===== src/gpio_pid_pkg.sv =====
// ----------------------------------------------------------------------------
// gpio_pid_pkg
// Shared types and constants for the GPIO port with edge and level interrupt
// detection.
// ----------------------------------------------------------------------------
package gpio_pid_pkg;

   localparam int PIN_COUNT = 8;
   localparam int PinWidth  = 8;
   localparam logic [PinWidth-1:0] PinMask =
      PinWidth'((64'd1 << PIN_COUNT) - 64'd1);

   typedef logic [PinWidth-1:0] pins_type;

   typedef enum logic [1:0] {
      ACT_TICK  = 2'd0,
      ACT_READ  = 2'd1,
      ACT_WRITE = 2'd2,
      ACT_NONE  = 2'd3
   } action_type;

   typedef enum logic [2:0] {
      REG_DATA       = 3'd0,
      REG_DIRECTION  = 3'd1,
      REG_MASK       = 3'd2,
      REG_RAW_STATUS = 3'd3,
      REG_MASKED     = 3'd4,
      REG_CLEAR      = 3'd5,
      REG_ALTFUNC    = 3'd6,
      REG_DIGITAL_EN = 3'd7
   } reg_index_type;

   typedef enum logic [1:0] {
      CSR_LEVEL_SENSE    = 2'd0,
      CSR_BOTH_EDGES     = 2'd1,
      CSR_HIGH_OR_RISING = 2'd2,
      CSR_UNUSED         = 2'd3
   } csr_index_type;

endpackage


===== src/gpio_port_interrupt_detect.sv =====
// Path: an accepted req word passes the input register, then the result register,
// to its rsp word. Throughput: one word per cycle while rsp is not stalled, set by
// the single combinational pass from the input register to the result register.
// Reset: synchronous, active high; clears all pin state, status, mask and
// sense configuration, and empties both registers.
// ----------------------------------------------------------------------------
// gpio_port_interrupt_detect
// Eight-pin GPIO port: pin-sample ticks, register reads and writes, per-pin
// level or edge interrupt detection, masked status and an irq flag.
// ----------------------------------------------------------------------------
module gpio_port_interrupt_detect (
   input  logic        clock,
   input  logic        reset,
   // req
   input  logic        req_tvalid,
   output logic        req_tready,
   input  logic [23:0] req_tdata,   // reg_index[2:0], write_data[10:3], pin_levels[18:11]
   input  logic [1:0]  req_tuser,   // action[1:0]
   // rsp
   output logic        rsp_tvalid,
   input  logic        rsp_tready,
   output logic [15:0] rsp_tdata,   // read_data[7:0], irq[8]
   // csr
   input  logic        csr_valid,
   output logic        csr_ready,
   input  logic [1:0]  csr_index,
   input  logic [7:0]  csr_data
);

   typedef gpio_pid_pkg::pins_type pins_type;

   // configuration
   pins_type level_sense_ff, both_edges_ff, high_or_rising_ff;

   // port state
   pins_type previous_pins_ff, previous_pins_in;
   pins_type raw_status_ff, raw_status_in;
   pins_type irq_mask_ff, irq_mask_in;
   pins_type pin_direction_ff, pin_direction_in;
   pins_type output_latch_ff, output_latch_in;
   pins_type alt_select_ff, alt_select_in;
   pins_type digital_enable_ff, digital_enable_in;

   // input register
   logic                       in_valid_ff;
   gpio_pid_pkg::action_type    action_ff;
   gpio_pid_pkg::reg_index_type reg_index_ff;
   pins_type                   write_data_ff;
   pins_type                   pin_levels_ff;

   // result register
   logic     rsp_valid_ff;
   pins_type read_data_ff, read_data_in;
   logic     irq_ff, irq_in;

   logic advance;
   pins_type rise, fall, lvl_hit, one_edge, edge_hit, hits;

   assign advance    = in_valid_ff && (!rsp_valid_ff || rsp_tready);
   assign req_tready = !in_valid_ff || advance;
   assign csr_ready  = 1'b1;
   assign rsp_tvalid = rsp_valid_ff;
   assign rsp_tdata  = {7'd0, irq_ff, read_data_ff};

   always_comb begin
      rise     = pin_levels_ff & ~previous_pins_ff;
      fall     = ~pin_levels_ff & previous_pins_ff;
      lvl_hit  = (pin_levels_ff & high_or_rising_ff) | (~pin_levels_ff & ~high_or_rising_ff);
      one_edge = (rise & high_or_rising_ff) | (fall & ~high_or_rising_ff);
      edge_hit = (both_edges_ff & (rise | fall)) | (~both_edges_ff & one_edge);
      hits     = (level_sense_ff & lvl_hit) | (~level_sense_ff & edge_hit);

      previous_pins_in  = previous_pins_ff;
      raw_status_in     = raw_status_ff;
      irq_mask_in       = irq_mask_ff;
      pin_direction_in  = pin_direction_ff;
      output_latch_in   = output_latch_ff;
      alt_select_in     = alt_select_ff;
      digital_enable_in = digital_enable_ff;
      read_data_in      = '0;

      case (action_ff)
         gpio_pid_pkg::ACT_TICK: begin
            raw_status_in    = (raw_status_ff | hits) & gpio_pid_pkg::PinMask;
            previous_pins_in = pin_levels_ff;
         end
         gpio_pid_pkg::ACT_READ: begin
            case (reg_index_ff)
               gpio_pid_pkg::REG_DATA:
                  read_data_in = ((output_latch_ff & pin_direction_ff) |
                                  (previous_pins_ff & ~pin_direction_ff)) &
                                 gpio_pid_pkg::PinMask;
               gpio_pid_pkg::REG_DIRECTION:  read_data_in = pin_direction_ff;
               gpio_pid_pkg::REG_MASK:       read_data_in = irq_mask_ff;
               gpio_pid_pkg::REG_RAW_STATUS: read_data_in = raw_status_ff;
               gpio_pid_pkg::REG_MASKED:     read_data_in = raw_status_ff & irq_mask_ff;
               gpio_pid_pkg::REG_ALTFUNC:    read_data_in = alt_select_ff;
               gpio_pid_pkg::REG_DIGITAL_EN: read_data_in = digital_enable_ff;
               default:                      read_data_in = '0;
            endcase
         end
         gpio_pid_pkg::ACT_WRITE: begin
            case (reg_index_ff)
               gpio_pid_pkg::REG_DATA:       output_latch_in   = write_data_ff;
               gpio_pid_pkg::REG_DIRECTION:  pin_direction_in  = write_data_ff;
               gpio_pid_pkg::REG_MASK:       irq_mask_in       = write_data_ff;
               gpio_pid_pkg::REG_CLEAR:      raw_status_in     = raw_status_ff & ~write_data_ff;
               gpio_pid_pkg::REG_ALTFUNC:    alt_select_in     = write_data_ff;
               gpio_pid_pkg::REG_DIGITAL_EN: digital_enable_in = write_data_ff;
               default: ;
            endcase
         end
         default: ;
      endcase

      irq_in = |(raw_status_in & irq_mask_in & gpio_pid_pkg::PinMask);
   end

   always_ff @(posedge clock) begin
      if (reset) begin
         in_valid_ff       <= 1'b0;
         rsp_valid_ff      <= 1'b0;
         level_sense_ff    <= '0;
         both_edges_ff     <= '0;
         high_or_rising_ff <= '0;
         previous_pins_ff  <= '0;
         raw_status_ff     <= '0;
         irq_mask_ff       <= '0;
         pin_direction_ff  <= '0;
         output_latch_ff   <= '0;
         alt_select_ff     <= '0;
         digital_enable_ff <= '0;
      end else begin
         // input register
         if (req_tvalid && req_tready) begin
            in_valid_ff <= 1'b1;
         end else if (advance) begin
            in_valid_ff <= 1'b0;
         end

         // result register
         if (advance) begin
            rsp_valid_ff <= 1'b1;
         end else if (rsp_tready) begin
            rsp_valid_ff <= 1'b0;
         end

         // commit state
         if (advance) begin
            previous_pins_ff  <= previous_pins_in;
            raw_status_ff     <= raw_status_in;
            irq_mask_ff       <= irq_mask_in;
            pin_direction_ff  <= pin_direction_in;
            output_latch_ff   <= output_latch_in;
            alt_select_ff     <= alt_select_in;
            digital_enable_ff <= digital_enable_in;
         end

         if (csr_valid && csr_ready) begin
            case (gpio_pid_pkg::csr_index_type'(csr_index))
               gpio_pid_pkg::CSR_LEVEL_SENSE:
                  level_sense_ff <= csr_data & gpio_pid_pkg::PinMask;
               gpio_pid_pkg::CSR_BOTH_EDGES:
                  both_edges_ff <= csr_data & gpio_pid_pkg::PinMask;
               gpio_pid_pkg::CSR_HIGH_OR_RISING:
                  high_or_rising_ff <= csr_data & gpio_pid_pkg::PinMask;
               default: ;
            endcase
         end
      end
   end

   // payload
   always_ff @(posedge clock) begin
      if (req_tvalid && req_tready) begin
         action_ff     <= gpio_pid_pkg::action_type'(req_tuser);
         reg_index_ff  <= gpio_pid_pkg::reg_index_type'(req_tdata[2:0]);
         write_data_ff <= req_tdata[10:3] & gpio_pid_pkg::PinMask;
         pin_levels_ff <= req_tdata[18:11] & gpio_pid_pkg::PinMask;
      end
      if (advance) begin
         read_data_ff <= read_data_in;
         irq_ff       <= irq_in;
      end
   end

endmodule


===== config.mk =====
export PLATFORM = sky130hd
export DESIGN_NAME = gpio_port_interrupt_detect
export DESIGN_NICKNAME = d
export VERILOG_FILES = /design/src/gpio_pid_pkg.sv /design/src/gpio_port_interrupt_detect.sv
export SDC_FILE = /design/constraint.sdc
export NUM_CORES = 1
export LEC_CHECK = 0
export BUFFER_PORTS_ARGS = -buffer_cell sky130_fd_sc_hd__buf_2
export CORE_UTILIZATION = 53
export CTS_CLUSTER_DIAMETER = 80
export DETAILED_ROUTE_END_ITERATION = 10
export PLACE_DENSITY = 0.81
export SLEW_MARGIN = 25
export SYNTH_ARGS = -nofsm -noshare
export SYNTH_HDL_FRONTEND = slang
export SYNTH_SLANG_ARGS = --single-unit
export TNS_END_PERCENT = 30

===== constraint.sdc =====
create_clock -name clock -period 2.1 [get_ports clock]
set_input_delay 0.42 -clock clock [delete_from_list [all_inputs] [get_ports clock]]
set_output_delay 0.42 -clock clock [all_outputs]
set_load 0.02 [all_outputs]

* Yosys cells after proc, flatten, opt, wreduce, memory -nomap -nowiden
Index checks and enable logic that the tools add are counted.
** Word-level totals
- Flip-flop bits (word level) :: 112
- Output and inout port bits :: 19
** Operators by class
- Eq/ne operators :: 11
- Mux-type cells :: 9
- Bitwise gates (word level) :: 29
- Reduce and logical (&&, ||, !) cells :: 20
** Operator list (count)
- $and 8x8->8 :: 15
- $not 8->8 :: 7
- $or 8x8->8 :: 7
- $pmux 8 s7 :: 1
- $mux 8 :: 3
- $pmux 8 s2 :: 1
- $eq 3x3->1 const B :: 4
- $reduce_and 3->1 :: 4
- $reduce_and 2->1 :: 4
- $reduce_or 8->1 :: 1
- $eq 3x2->1 const B :: 2
- $eq 2x1->1 const B :: 2
- $eq 2x2->1 const B :: 2
- $logic_not 2->1 :: 2
- $mux 1 :: 4
- $reduce_bool 2->1 :: 2
- $eq 3x1->1 const B :: 1
- $logic_not 3->1 :: 1
- $logic_and 1x1->1 :: 2
- $logic_not 1->1 :: 2
- $logic_or 1x1->1 :: 2

* Logic depth before layout (Yosys ltp)
Gate-level depths: netlist of run 1.
- Depth after elaboration :: 12
- Depth in mapped cells :: 9
- Mapped depth without buffers :: 7

* Worst setup path before layout of run 1
No wires, ideal clock.
- Path type :: flip-flop to flip-flop
- Start point :: register reg_index_ff[2]
- End point :: register irq_ff (data pin)
- Setup time :: 0.272 ns
- Arrival :: 1.760 ns
- Path slack :: 0.068 ns
- Cell stages (with the launch flop) :: 8
- Path buffers :: 2
- Clock period less this slack :: 2.032 ns
- Path through :: edfxtp_1 nor2b_4 buf_6 and3b_1 buf_6 mux2i_1 o22ai_1 or4_1
** On the way
- Word-level cells in the longest chain between the ends :: 5
- Elaborated cells on any way between the ends :: 8
- Classes of those cells :: 2 x eq/ne; 4 x mux; 1 x bitwise; 1 x reduce/logical
** RTL lines
- start: declaration :: RTL line gpio_port_interrupt_detect.sv:47 : gpio_pid_pkg::reg_index_type reg_index_ff;
- start signal: assignment :: RTL line gpio_port_interrupt_detect.sv:177 : reg_index_ff <= gpio_pid_pkg::reg_index_type'(req_tdata[2:0]);
- $eq 3x3->1 or $eq 3x2->1 (tied branches) :: RTL line gpio_port_interrupt_detect.sv:103 : case (reg_index_ff)
- $mux 8 :: RTL line gpio_port_interrupt_detect.sv:103
- $pmux 8 s2 or $mux 8 (tied branches) :: RTL line gpio_port_interrupt_detect.sv:82 : case (action_ff)
- $and 8x8->8 * :: RTL line gpio_port_interrupt_detect.sv:116 : irq_in = |(raw_status_in & irq_mask_in & gpio_pid_pkg::PinMask);
- $reduce_or 8->1 * :: RTL line gpio_port_interrupt_detect.sv:116
- via irq_in :: RTL line gpio_port_interrupt_detect.sv:54 : logic irq_ff, irq_in;
- end signal: assignment :: RTL line gpio_port_interrupt_detect.sv:183 : irq_ff <= irq_in;
- end: declaration :: RTL line gpio_port_interrupt_detect.sv:54
Mark *: on every way through the listed nets, which the timed path passes. The rest lies on a longest branch.
A chain may end at the register's enable or synchronous reset.

* Worst setup path after layout of run 1
- Start point :: register pin_levels_ff[3]
- End point :: register irq_ff (data pin)
** On the way
- Word-level cells in the longest chain between the ends :: 12
- Elaborated cells on any way between the ends :: 20
- Classes of those cells :: 1 x mux; 18 x bitwise; 1 x reduce/logical
** RTL lines
- start: declaration :: RTL line gpio_port_interrupt_detect.sv:49 : pins_type pin_levels_ff;
- start signal: assignment :: RTL line gpio_port_interrupt_detect.sv:179 : pin_levels_ff <= req_tdata[18:11] & gpio_pid_pkg::PinMask;
- $not 8->8 :: RTL line gpio_port_interrupt_detect.sv:67, gpio_port_interrupt_detect.sv:68
- $and 8x8->8 :: RTL line gpio_port_interrupt_detect.sv:67 : fall = ~pin_levels_ff & previous_pins_ff;
- $and 8x8->8 :: RTL line gpio_port_interrupt_detect.sv:69 : one_edge = (rise & high_or_rising_ff) | (fall & ~high_or_rising_ff);
- $or 8x8->8 :: RTL line gpio_port_interrupt_detect.sv:69
- $and 8x8->8 :: RTL line gpio_port_interrupt_detect.sv:70 : edge_hit = (both_edges_ff & (rise | fall)) | (~both_edges_ff & one_edge);
- $or 8x8->8 :: RTL line gpio_port_interrupt_detect.sv:70
- $and 8x8->8 :: RTL line gpio_port_interrupt_detect.sv:71 : hits = (level_sense_ff & lvl_hit) | (~level_sense_ff & edge_hit);
- $or 8x8->8 * :: RTL line gpio_port_interrupt_detect.sv:71
- $or 8x8->8 * :: RTL line gpio_port_interrupt_detect.sv:84 : raw_status_in = (raw_status_ff | hits) & gpio_pid_pkg::PinMask;
- $pmux 8 s2 * :: RTL line gpio_port_interrupt_detect.sv:82
- $and 8x8->8 * :: RTL line gpio_port_interrupt_detect.sv:116
- $reduce_or 8->1 * :: RTL line gpio_port_interrupt_detect.sv:116
- via irq_in :: RTL line gpio_port_interrupt_detect.sv:54
Marks and branches as above.

==> results.py, run 1 <==
metrics = {
    "outcome": {
        "run_status": "finished, violations left",
        "failed_checks": "design-rule violations",
    },
    "power_and_ir_drop": {
        "power.static_leakage_nw": 2.598,
        "net-switching-power_mw": 1.043,
        "power.internal_mw": 3.005,
        "pwr-share-comb_pct": 9.8,
        "pwr-share-clk_pct": 32.2,
        "vdd.ir_drop.worst_uv": 379.0,
        "netSwitchingFraction_pct": 25.77,
        "cellPowerDensity_nw_per_um2": 674.4,
        "total_power_after_layout_mw": 4.048,
        "power.sequential.fraction_pct": 58.0,
    },
    "clock_network": {
        "cts_max_path_buffers": 2,
        "ctsHtreeMaxLevel": 3,
        "hold_buffers": 0,
        "number_of_cts_inserted_buffers": 9,
        "clk-insertion-delay-late_ns": 0.38,
        "numClockSinks": 112,
        "tritoncts": "done",
        "clock_tree.root_cell": "clkbuf_8",
        "clkSlewWorstSetupHoldPaths_ns": 0.11,
    },
    "floorplanning": {
        "die_area_um2": 10410,
        "dieHeight_um": 102.0,
        "floorplan.core_area_um2": 9729,
        "num_rows": 36,
        "initial_cell_density_of_the_core_pct": 54.50,
        "ioPinCount": 60,
        "die_width_um": 102.0,
    },
    "timing": {
        "min_tclk_post_route_ns": 2.088,
        "worst_slew_pin_slew_ns": 0.6536,
        "layout_worst_path_cycle_share_pct": 99.42,
        "finalClockSkew_ns": 0.01279,
        "relSlewSlack_pct": 56.30,
        "final_hold_viol_count": 0,
        "fmax_mhz": 479.0,
        "setup_violations": 0,
        "finalMaxSlewViolations": 0,
        "setup_ws_ns": 0.01227,
        "rsz0062_at_grt": "true",
    },
    "placement": {
        "dp.final_hpwl_um": 8317,
        "dp_worst_setup_slack_ns": 0.01848,
        "port_buffers": 46,
        "routabilityCongestion": 0.9077,
        "post_dp_cell_area_um2": 5779,
        "dpl.cell_count": 711,
    },
    "global_routing": {
        "grt_max_degree": 83,
        "grt_pass1_vias": 4169,
        "first_pass_grt_wire_length_um": 19410,
        "grt_antenna_before_repair": 0,
        "grt_remaining_overflow": 0,
        "global_route.usage.total_pct": 24.20,
    },
    "synth": {
        "synthCells": 537,
        "synth_sequential_area_ratio_pct": 47.95,
        "number_of_flip_flops_and_latches_in_the_synthesized_netlist": 112,
        "synth.yosys.warnings": 0,
        "yosysUniqueCellTypes": 38,
        "post_synth_instance_area_um2": 5303,
        "avgSynthCellArea_um2": 9.874,
    },
    "cells_and_area": {
        "layout_common_cells": "dfxtp_1, nor2_1, mux2i_1",
        "multi_input_area_um2": 2531,
        "num_antenna_cells": 0,
        "finalNetCount": 647,
        "layout-drive-gt1-share_pct": 17.65,
        "layout.area.seq_um2": 2542,
        "syn_to_final_growth_pct": 13.19,
        "post-route-cell-area_um2": 6002,
        "num-fill-cells": 823,
        "final-instance-count-excl-fill": 728,
        "layout.cells.most_common": "dfxtp_1",
    },
    "drt": {
        "drc": 1,
        "first_iter_violations": 189,
        "wl_um": 11730,
        "drt_pass_1_iters": 8,
        "drt-vias-per-instance": 5.644,
        "postRouteAntennaNets": 0,
        "dr_total_vias": 4109,
        "routed_wire_length_per_instance_um": 16.12,
    },
    "setup_path": {
        "reg2reg_to": "irq_ff$_DFFE_PP_",
        "cp.buffers_inverters": 0,
        "worst_path_largest_cell_delay_ns": 0.49,
        "crit_path_top_delay_cell": "or4_1",
        "critPathTopFamily": "simple AND/OR/NAND/NOR gates",
        "rr_worst_depth": 6,
        "timing.critical_path.required_ns": 2.22,
        "crit_type": "reg2reg",
        "cp_data_arrival_time_ns": 2.21,
        "r2r-start": "pin_levels_ff[3]$_DFFE_PP_",
        "worst-r2r-setup-slack_ns": 0.01,
        "crit_chain": "ha_1, and3b_1, a21oi_1, a32oi_1, o22ai_1, or4_1",
        "startpoint_type": "register",
        "worst_setup_end_kind": "register",
        "worstPathMaxFanout": 4,
    },
    "min_path": {
        "timing.hold.worst_path_depth": 1,
        "hold_end": "pin_levels_ff[2]$_DFFE_PP_",
        "hold_path_class": "in2reg",
        "worstHoldStart": "req_tdata[13]",
    },
    "job": {
        "maxCapViolCount": 0,
    },
}
-- per-stage QoR --
stage	util, %	TNS [ns]	hold slack [ns]
after floorplan	-	0	0.4438
after global placement	59.40	0	0.4587
after detailed placement	59.40	0	0.4608
after CTS	61.57	0	0.2019
after global routing	61.69	-0.1180	0.1903
final	61.69	0	0.2102
-- metal layers --
layer | vias to the layer above | wire [um] | GRT usage, %
met5 | - | 0 | 0
met2 | 149 | 5719 | 41.77
met4 | 0 | 368 | 9.780
li1 | 1990 | - | -
met1 | 1941 | 5044 | 29.77
met3 | 29 | 600 | 4.583
-- worst max-delay path by stage --
stage	endpoint	cells after the start	slack (ns)	startpoint
6_report	irq_ff$_DFFE_PP_	6	0.01	pin_levels_ff[3]$_DFFE_PP_
5_1_grt	irq_ff$_DFFE_PP_	6	-0.12	pin_levels_ff[6]$_DFFE_PP_
4_1_cts	irq_ff$_DFFE_PP_	6	0.004	pin_levels_ff[3]$_DFFE_PP_
3_5_place_dp	irq_ff$_DFFE_PP_	6	0.02	pin_levels_ff[0]$_DFFE_PP_
3_3_place_gp	irq_ff$_DFFE_PP_	5	0.04	reg_index_ff[1]$_DFFE_PP_
2_1_floorplan	irq_ff$_DFFE_PP_	7	0.07	reg_index_ff[2]$_DFFE_PP_
-- power groups by stage --
stage          clock (mW)  sequential (mW)  combinational [mW]
4_1_cts              1.31             2.35               0.393
3_5_place_dp            0             2.40               0.388
5_1_grt              1.40             2.36               0.440
6_report             1.30             2.35               0.399
2_1_floorplan           0             2.39               0.250
3_3_place_gp            0             2.39               0.373
-- area by class of cell --
| type | instances | share of cell area (%) |
|---|---|---|
| sequential | 112 | 42.36 |
| multi-input combinational | 375 | 42.17 |
| timing repair buffer | 76 | 8.422 |
| tap | 133 | 2.773 |
| clock buffer | 10 | 2.126 |
| clock inverter | 6 | 1.147 |
| inverter | 16 | 1.001 |
-- cell families (layout without fill, tap and decap cells) --
kind of cell	Yosys count	after routing	synth area share (%)
other cells	2	8	0.1416
mux	79	79	15.05
compound gates	87	87	10.48
flops	112	112	47.95
xor+xnor	8	8	1.321
buf+inv	56	108	5.238
fa+ha+maj	16	16	3.775
simple gates	177	177	16.05
-- repair_timing --
action	CTS	global route
endpoints found under the setup margin	1	6
pin swaps	1	0
gates resized for setup	1	3
buffers inserted	1	0
-- synthesized netlist by cell type --
cell type | instances | area (um^2)
a32oi_1 | 8 | 70.07
nand4_1 | 2 | 12.51
ha_1 | 16 | 200.2
a211oi_1 | 8 | 60.06
xor2_1 | 8 | 70.07
buf_1 | 4 | 15.01
a222oi_1 | 1 | 10.01
and3b_1 | 10 | 87.58
o32ai_1 | 1 | 8.760
buf_4 | 9 | 67.56
dfxtp_1 | 82 | 1642
nor2b_4 | 1 | 13.76
or3b_2 | 1 | 8.760
or4_1 | 1 | 7.510
o21ai_0 | 3 | 15.01
a21o_1 | 1 | 7.510
o211ai_1 | 7 | 52.55
nand3b_1 | 8 | 60.06
edfxtp_1 | 30 | 900.9
nand2_1 | 30 | 112.6
a21oi_1 | 40 | 200.2
nor2b_1 | 5 | 31.28
mux2i_1 | 73 | 730.7
nor3b_1 | 8 | 60.06
mux2_2 | 6 | 67.56
o21ba_2 | 1 | 10.01
conb_1 | 2 | 7.510
a31oi_1 | 7 | 43.79
buf_6 | 4 | 45.04
a22o_1 | 6 | 52.55
o22ai_1 | 4 | 25.02
inv_1 | 16 | 60.06
buf_2 | 3 | 15.01
nor2_1 | 81 | 304.0
nor3_1 | 1 | 5.000
nand3_1 | 27 | 135.1
and2_1 | 2 | 12.51
clkbuf_1 | 20 | 75.07
Power figures use the tool's default switching activity.
==> inputs of run 2 (changes only) <==
Settings changed: CORE_UTILIZATION 53 to 57, PLACE_DENSITY 0.81 to 0.83.
Clock period 2.1 ns to 2 ns, I/O delays scaled along.
==> results.py, run 2 (synthesis results as in run 1) <==
metrics = {
    "outcome": {
        "run_status": "finished, violations left",
        "failed_checks": "negative setup slack",
    },
    "setup_path": {
        "cp.buffers_inverters": 1,
        "crit_path_top_delay_cell": "or4_1",
        "crit_chain": "nor2b_2, buf_4, nand3_1, a32oi_2, o22ai_1, or4_1",
        "crit_type": "reg2reg",
        "cp_data_arrival_time_ns": 2.19,
        "timing.critical_path.required_ns": 2.12,
        "critPathTopFamily": "simple AND/OR/NAND/NOR gates",
        "worst_path_largest_cell_delay_ns": 0.50,
        "worstPathMaxFanout": 8,
        "worst_setup_end_kind": "register",
        "startpoint_type": "register",
    },
    "cells_and_area": {
        "layout.cells.most_common": "dfxtp_1",
        "finished_core_util_pct": 70.12,
        "layout_common_cells": "dfxtp_1, nor2_1, mux2i_1",
        "num_antenna_cells": 0,
        "post-route-cell-area_um2": 6205,
        "final-instance-count-excl-fill": 728,
        "layout-drive-gt1-share_pct": 22.74,
        "syn_to_final_growth_pct": 17.01,
        "finalNetCount": 672,
    },
    "floorplanning": {
        "floorplan.core_area_um2": 8848,
        "initial_cell_density_of_the_core_pct": 59.93,
        "ioPinCount": 60,
        "die_width_um": 98.45,
        "num_rows": 34,
        "die_area_um2": 9692,
        "dieHeight_um": 98.45,
    },
    "min_path": {
        "hold_path_class": "in2reg",
    },
    "drt": {
        "routed_wire_length_per_instance_um": 17.51,
        "dr_total_vias": 4421,
        "drt-vias-per-instance": 6.073,
        "drt_pass_1_iters": 8,
        "first_iter_violations": 380,
        "postRouteAntennaNets": 0,
        "wl_um": 12750,
        "drc": 0,
    },
    "global_routing": {
        "grt_util_met1_pct": 30.81,
        "global_route.usage.met2_pct": 47.24,
        "global_route.usage.total_pct": 26.69,
        "grt_remaining_overflow": 0,
        "first_pass_grt_wire_length_um": 20270,
        "grt_max_degree": 62,
        "groute.layer.met3.usage_pct": 3.333,
        "grt_pass1_vias": 4393,
        "grt_busiest_layer": "met2",
        "grt_antenna_before_repair": 0,
    },
    "clock_network": {
        "clk-insertion-delay-late_ns": 0.37,
        "clock_tree.root_cell": "clkbuf_8",
        "numClockSinks": 112,
        "ctsHtreeMaxLevel": 3,
        "number_of_cts_inserted_buffers": 9,
        "cts_max_path_buffers": 2,
        "clkSlewWorstSetupHoldPaths_ns": 0.11,
        "tritoncts": "done",
    },
    "placement": {
        "post_dp_cell_area_um2": 5853,
        "dp.final_hpwl_um": 8871,
        "dpl.cell_count": 700,
        "routabilityCongestion": 0.8713,
        "port_buffers": 46,
    },
    "timing": {
        "finalMaxSlewViolations": 0,
        "min_tclk_post_route_ns": 2.068,
        "relSlewSlack_pct": 59.51,
        "worst_slew_pin_slew_ns": 0.6055,
        "rsz0062_at_grt": "true",
        "fmax_mhz": 483.6,
        "setup_violations": 1,
        "final_hold_viol_count": 0,
        "layout_worst_path_cycle_share_pct": 103.4,
        "finalClockSkew_ns": 0.01490,
        "setup_ws_ns": -0.06788,
    },
    "power_and_ir_drop": {
        "vdd.ir_drop.worst_uv": 500.4,
        "cellPowerDensity_nw_per_um2": 682.6,
        "power.static_leakage_nw": 2.732,
        "total_power_after_layout_mw": 4.235,
    },
    "job": {
        "maxCapViolCount": 0,
    },
}
[run 2: report_power, final]
| part | internal [mW] | switching (mW) |
|---|---|---|
| Clock | 0.537 | 0.759 |
| Sequential | 2.40 | 0.0659 |
| Combinational | 0.200 | 0.275 |
[run 2: repair_timing]
action                     CTS  global route
gates resized for setup      4            11
setup endpoints to repair    1            20
hold buffers                 0             0
pin swaps                   18            12
setup buffers                9             3
[run 2: final timing paths]
check,from,endpoint,slack [ns],cells past startpoint
setup reg to reg,action_ff[0]$_DFFE_PP_,irq_ff$_DFFE_PP_,-0.07,6
hold / removal,req_tdata[6],write_data_ff[3]$_DFFE_PP_,0.19,1
hold reg to reg,irq_mask_ff[7]$_SDFFE_PP0P_,irq_mask_ff[7]$_SDFFE_PP0P_,0.48,2
setup / recovery,action_ff[0]$_DFFE_PP_,irq_ff$_DFFE_PP_,-0.07,6
[run 2: area by class of cell]
type / instances / area (um^2)
Multi-Input combinational cell: 375 / 2582
Sequential cell: 112 / 2544
Fill cell: 640 / 2644
Clock inverter: 5 / 40.04
Clock buffer: 11 / 152.6
Tap cell: 108 / 135.1
Inverter: 16 / 60.06
Timing Repair Buffer: 101 / 690.7
[run 2: per-layer routing]
layer | wire (um) | vias to the layer above
met5 | 0 | -
met4 | 609 | 0
met3 | 794 | 55
met2 | 6505 | 216
met1 | 4839 | 2111
li1 | - | 2039
[run 2: per-stage QoR]
step | setup TNS (ns) | hold WS (ns) | setup slack (ns)
detailed placement | -0.09837 | 0.4639 | -0.09837
global placement | -0.04854 | 0.4559 | -0.04854
floorplan | -0.03208 | 0.4438 | -0.03208
global route | -0.1993 | 0.1829 | -0.1379
CTS | -0.05225 | 0.1807 | -0.05225
finish | -0.06788 | 0.1920 | -0.06788
[run 2: worst reg2reg max path: cells and delay by family (launching register included)]
kind / cells / cell delay (ns)
AND/OR/NAND/NOR: 3 / 0.82
AO/OA/AOI/OAI: 2 / 0.39
buffers and inverters: 1 / 0.20
flip-flops: 1 / 0.43
==> inputs of run 3 (changes only) <==
Settings changed: SETUP_SLACK_MARGIN set to 0.4.
==> results.py, run 3 (synthesis results as in run 1) <==
metrics = {
    "drt": {
        "postRouteAntennaNets": 0,
        "drc": 5,
        "first_iter_violations": 305,
        "routed_wire_length_per_instance_um": 18.63,
        "drt-vias-per-instance": 6.053,
        "wl_um": 13750,
        "dr_total_vias": 4467,
        "drt_pass_1_iters": 8,
    },
    "floorplanning": {
        "die_width_um": 98.45,
        "num_rows": 34,
        "initial_cell_density_of_the_core_pct": 59.93,
        "dieHeight_um": 98.45,
        "floorplan.core_area_um2": 8848,
        "ioPinCount": 60,
        "die_area_um2": 9692,
    },
    "power_and_ir_drop": {
        "vdd.ir_drop.worst_uv": 469.7,
        "cellPowerDensity_nw_per_um2": 661.7,
        "power.internal_mw": 3.212,
        "power.static_leakage_nw": 2.820,
        "netSwitchingFraction_pct": 26.00,
        "pwr-share-comb_pct": 12.3,
        "net-switching-power_mw": 1.129,
        "pwr-share-clk_pct": 30.9,
        "power.sequential.fraction_pct": 56.9,
    },
    "cells_and_area": {
        "layout-drive-gt1-share_pct": 28.57,
        "num_antenna_cells": 0,
        "finalNetCount": 682,
        "layout.cells.most_common": "dfxtp_1",
        "final-instance-count-excl-fill": 738,
        "syn_to_final_growth_pct": 23.69,
        "layout_common_cells": "dfxtp_1, nor2_1, mux2i_1",
    },
    "clock_network": {
        "clkSlewWorstSetupHoldPaths_ns": 0.11,
        "cts_max_path_buffers": 2,
        "number_of_cts_inserted_buffers": 9,
        "tritoncts": "done",
        "numClockSinks": 112,
        "ctsHtreeMaxLevel": 3,
        "clock_tree.root_cell": "clkbuf_8",
        "hold_buffers": 0,
        "clk-insertion-delay-late_ns": 0.38,
    },
    "timing": {
        "setup_violations": 1,
        "setup_total_negative_slack_ns": -0.1118,
        "finalClockSkew_ns": 0.01324,
        "rsz0062_at_grt": "true",
        "fmax_mhz": 473.5,
        "min_tclk_post_route_ns": 2.112,
        "worst_slew_pin_slew_ns": 0.5956,
        "layout_worst_path_cycle_share_pct": 105.6,
        "finalMaxSlewViolations": 0,
        "setup_ws_ns": -0.1118,
        "smallest_hold_slack_ns": 0.1797,
        "final_hold_viol_count": 0,
        "relSlewSlack_pct": 60.29,
    },
    "placement": {
        "port_buffers": 46,
        "routabilityCongestion": 0.9103,
        "dpl.cell_count": 708,
        "dp_worst_setup_slack_ns": -0.1547,
        "dp.final_hpwl_um": 8878,
    },
    "setup_path": {
        "startpoint_type": "register",
        "crit_type": "reg2reg",
        "cp_data_arrival_time_ns": 2.23,
        "worstPathMaxFanout": 9,
        "worst_setup_end_kind": "register",
        "rr_worst_depth": 5,
        "timing.critical_path.required_ns": 2.12,
    },
    "job": {
        "maxCapViolCount": 0,
    },
    "outcome": {
        "failed_checks": "design-rule violations, negative setup slack",
        "run_status": "finished, violations left",
    },
    "global_routing": {
        "grt_pass1_vias": 4324,
        "grt_remaining_overflow": 0,
        "first_pass_grt_wire_length_um": 20480,
        "global_route.usage.total_pct": 27.18,
        "grt_antenna_before_repair": 0,
        "grt_max_degree": 53,
    },
    "min_path": {
        "timing.hold.worst_path_depth": 1,
        "hold_path_class": "in2reg",
    },
}
run 3: cell count changes in the layout (fill, tap and decap cells not counted), sizes merged:
| cell | delta |
|---|---|
| buf | +10 |
| bufinv | +1 |
| clkinvlp | -1 |
run 3: cell type report:
| type | count | area (um^2) |
|---|---|---|
| clock inverter | 5 | 56.30 |
| clock buffer | 11 | 131.4 |
| sequential | 112 | 2545 |
| timing repair buffer | 111 | 824.5 |
| tap | 108 | 135.1 |
| inverter | 16 | 60.06 |
| fill | 574 | 2290 |
| multi-input combinational | 375 | 2806 |
run 3: power by group through the flow:
stage | Clock (mW) | Combinational, mW | Sequential [mW]
finish | 1.34 | 0.533 | 2.47
global route | 1.45 | 0.570 | 2.47
CTS | 1.36 | 0.468 | 2.46
detailed placement | 0 | 0.438 | 2.51
global placement | 0 | 0.416 | 2.51
floorplan | 0 | 0.263 | 2.51
run 3: per-layer routing:
metal  share of wire, %  global-route usage [%]  up-vias
met2                 51                   48.10      209
li1                   -                       -     2065
met1                 39                   31.25     2124
met5                  0                       0        -
met3                5.2                   5.674       69
met4                5.2                   13.55        0
run 3: what timing repair did:
action / 4_1_cts / 5_1_grt
gates resized for setup: 27 / 51
setup buffers: 6 / 8
pin swaps: 4 / 21
setup endpoints to repair: 47 / 62
run 3: path summary, 6_finish.rpt:
kind                                from                     endpoint  slack (ns)
min reg2reg  irq_mask_ff[5]$_SDFFE_PP0P_  irq_mask_ff[5]$_SDFFE_PP0P_        0.49
max reg2reg    reg_index_ff[0]$_DFFE_PP_             irq_ff$_DFFE_PP_       -0.11
max            reg_index_ff[0]$_DFFE_PP_             irq_ff$_DFFE_PP_       -0.11
min                        req_tdata[13]   pin_levels_ff[2]$_DFFE_PP_        0.18
run 3: worst max-delay path, stage by stage, from the launching register on:
cell and delay [ns]:
edfxtp_1 0.45, and3b_2 0.39, nand3_1 0.13, a32oi_1 0.22, o22ai_1 0.12, or4_1 0.54
run 3: metrics by stage:
| stage | area [um^2] | power [mW] | util, % |
|---|---|---|---|
| 2_1_floorplan | 5329 | 2.774 | - |
| 3_3_place_gp | 5901 | 2.923 | 66.69 |
| 3_5_place_dp | 5901 | 2.950 | 66.69 |
| 4_1_cts | 6242 | 4.284 | 70.55 |
| 5_1_grt | 6559 | 4.489 | 74.12 |
| 6_report | 6559 | 4.340 | 74.12 |
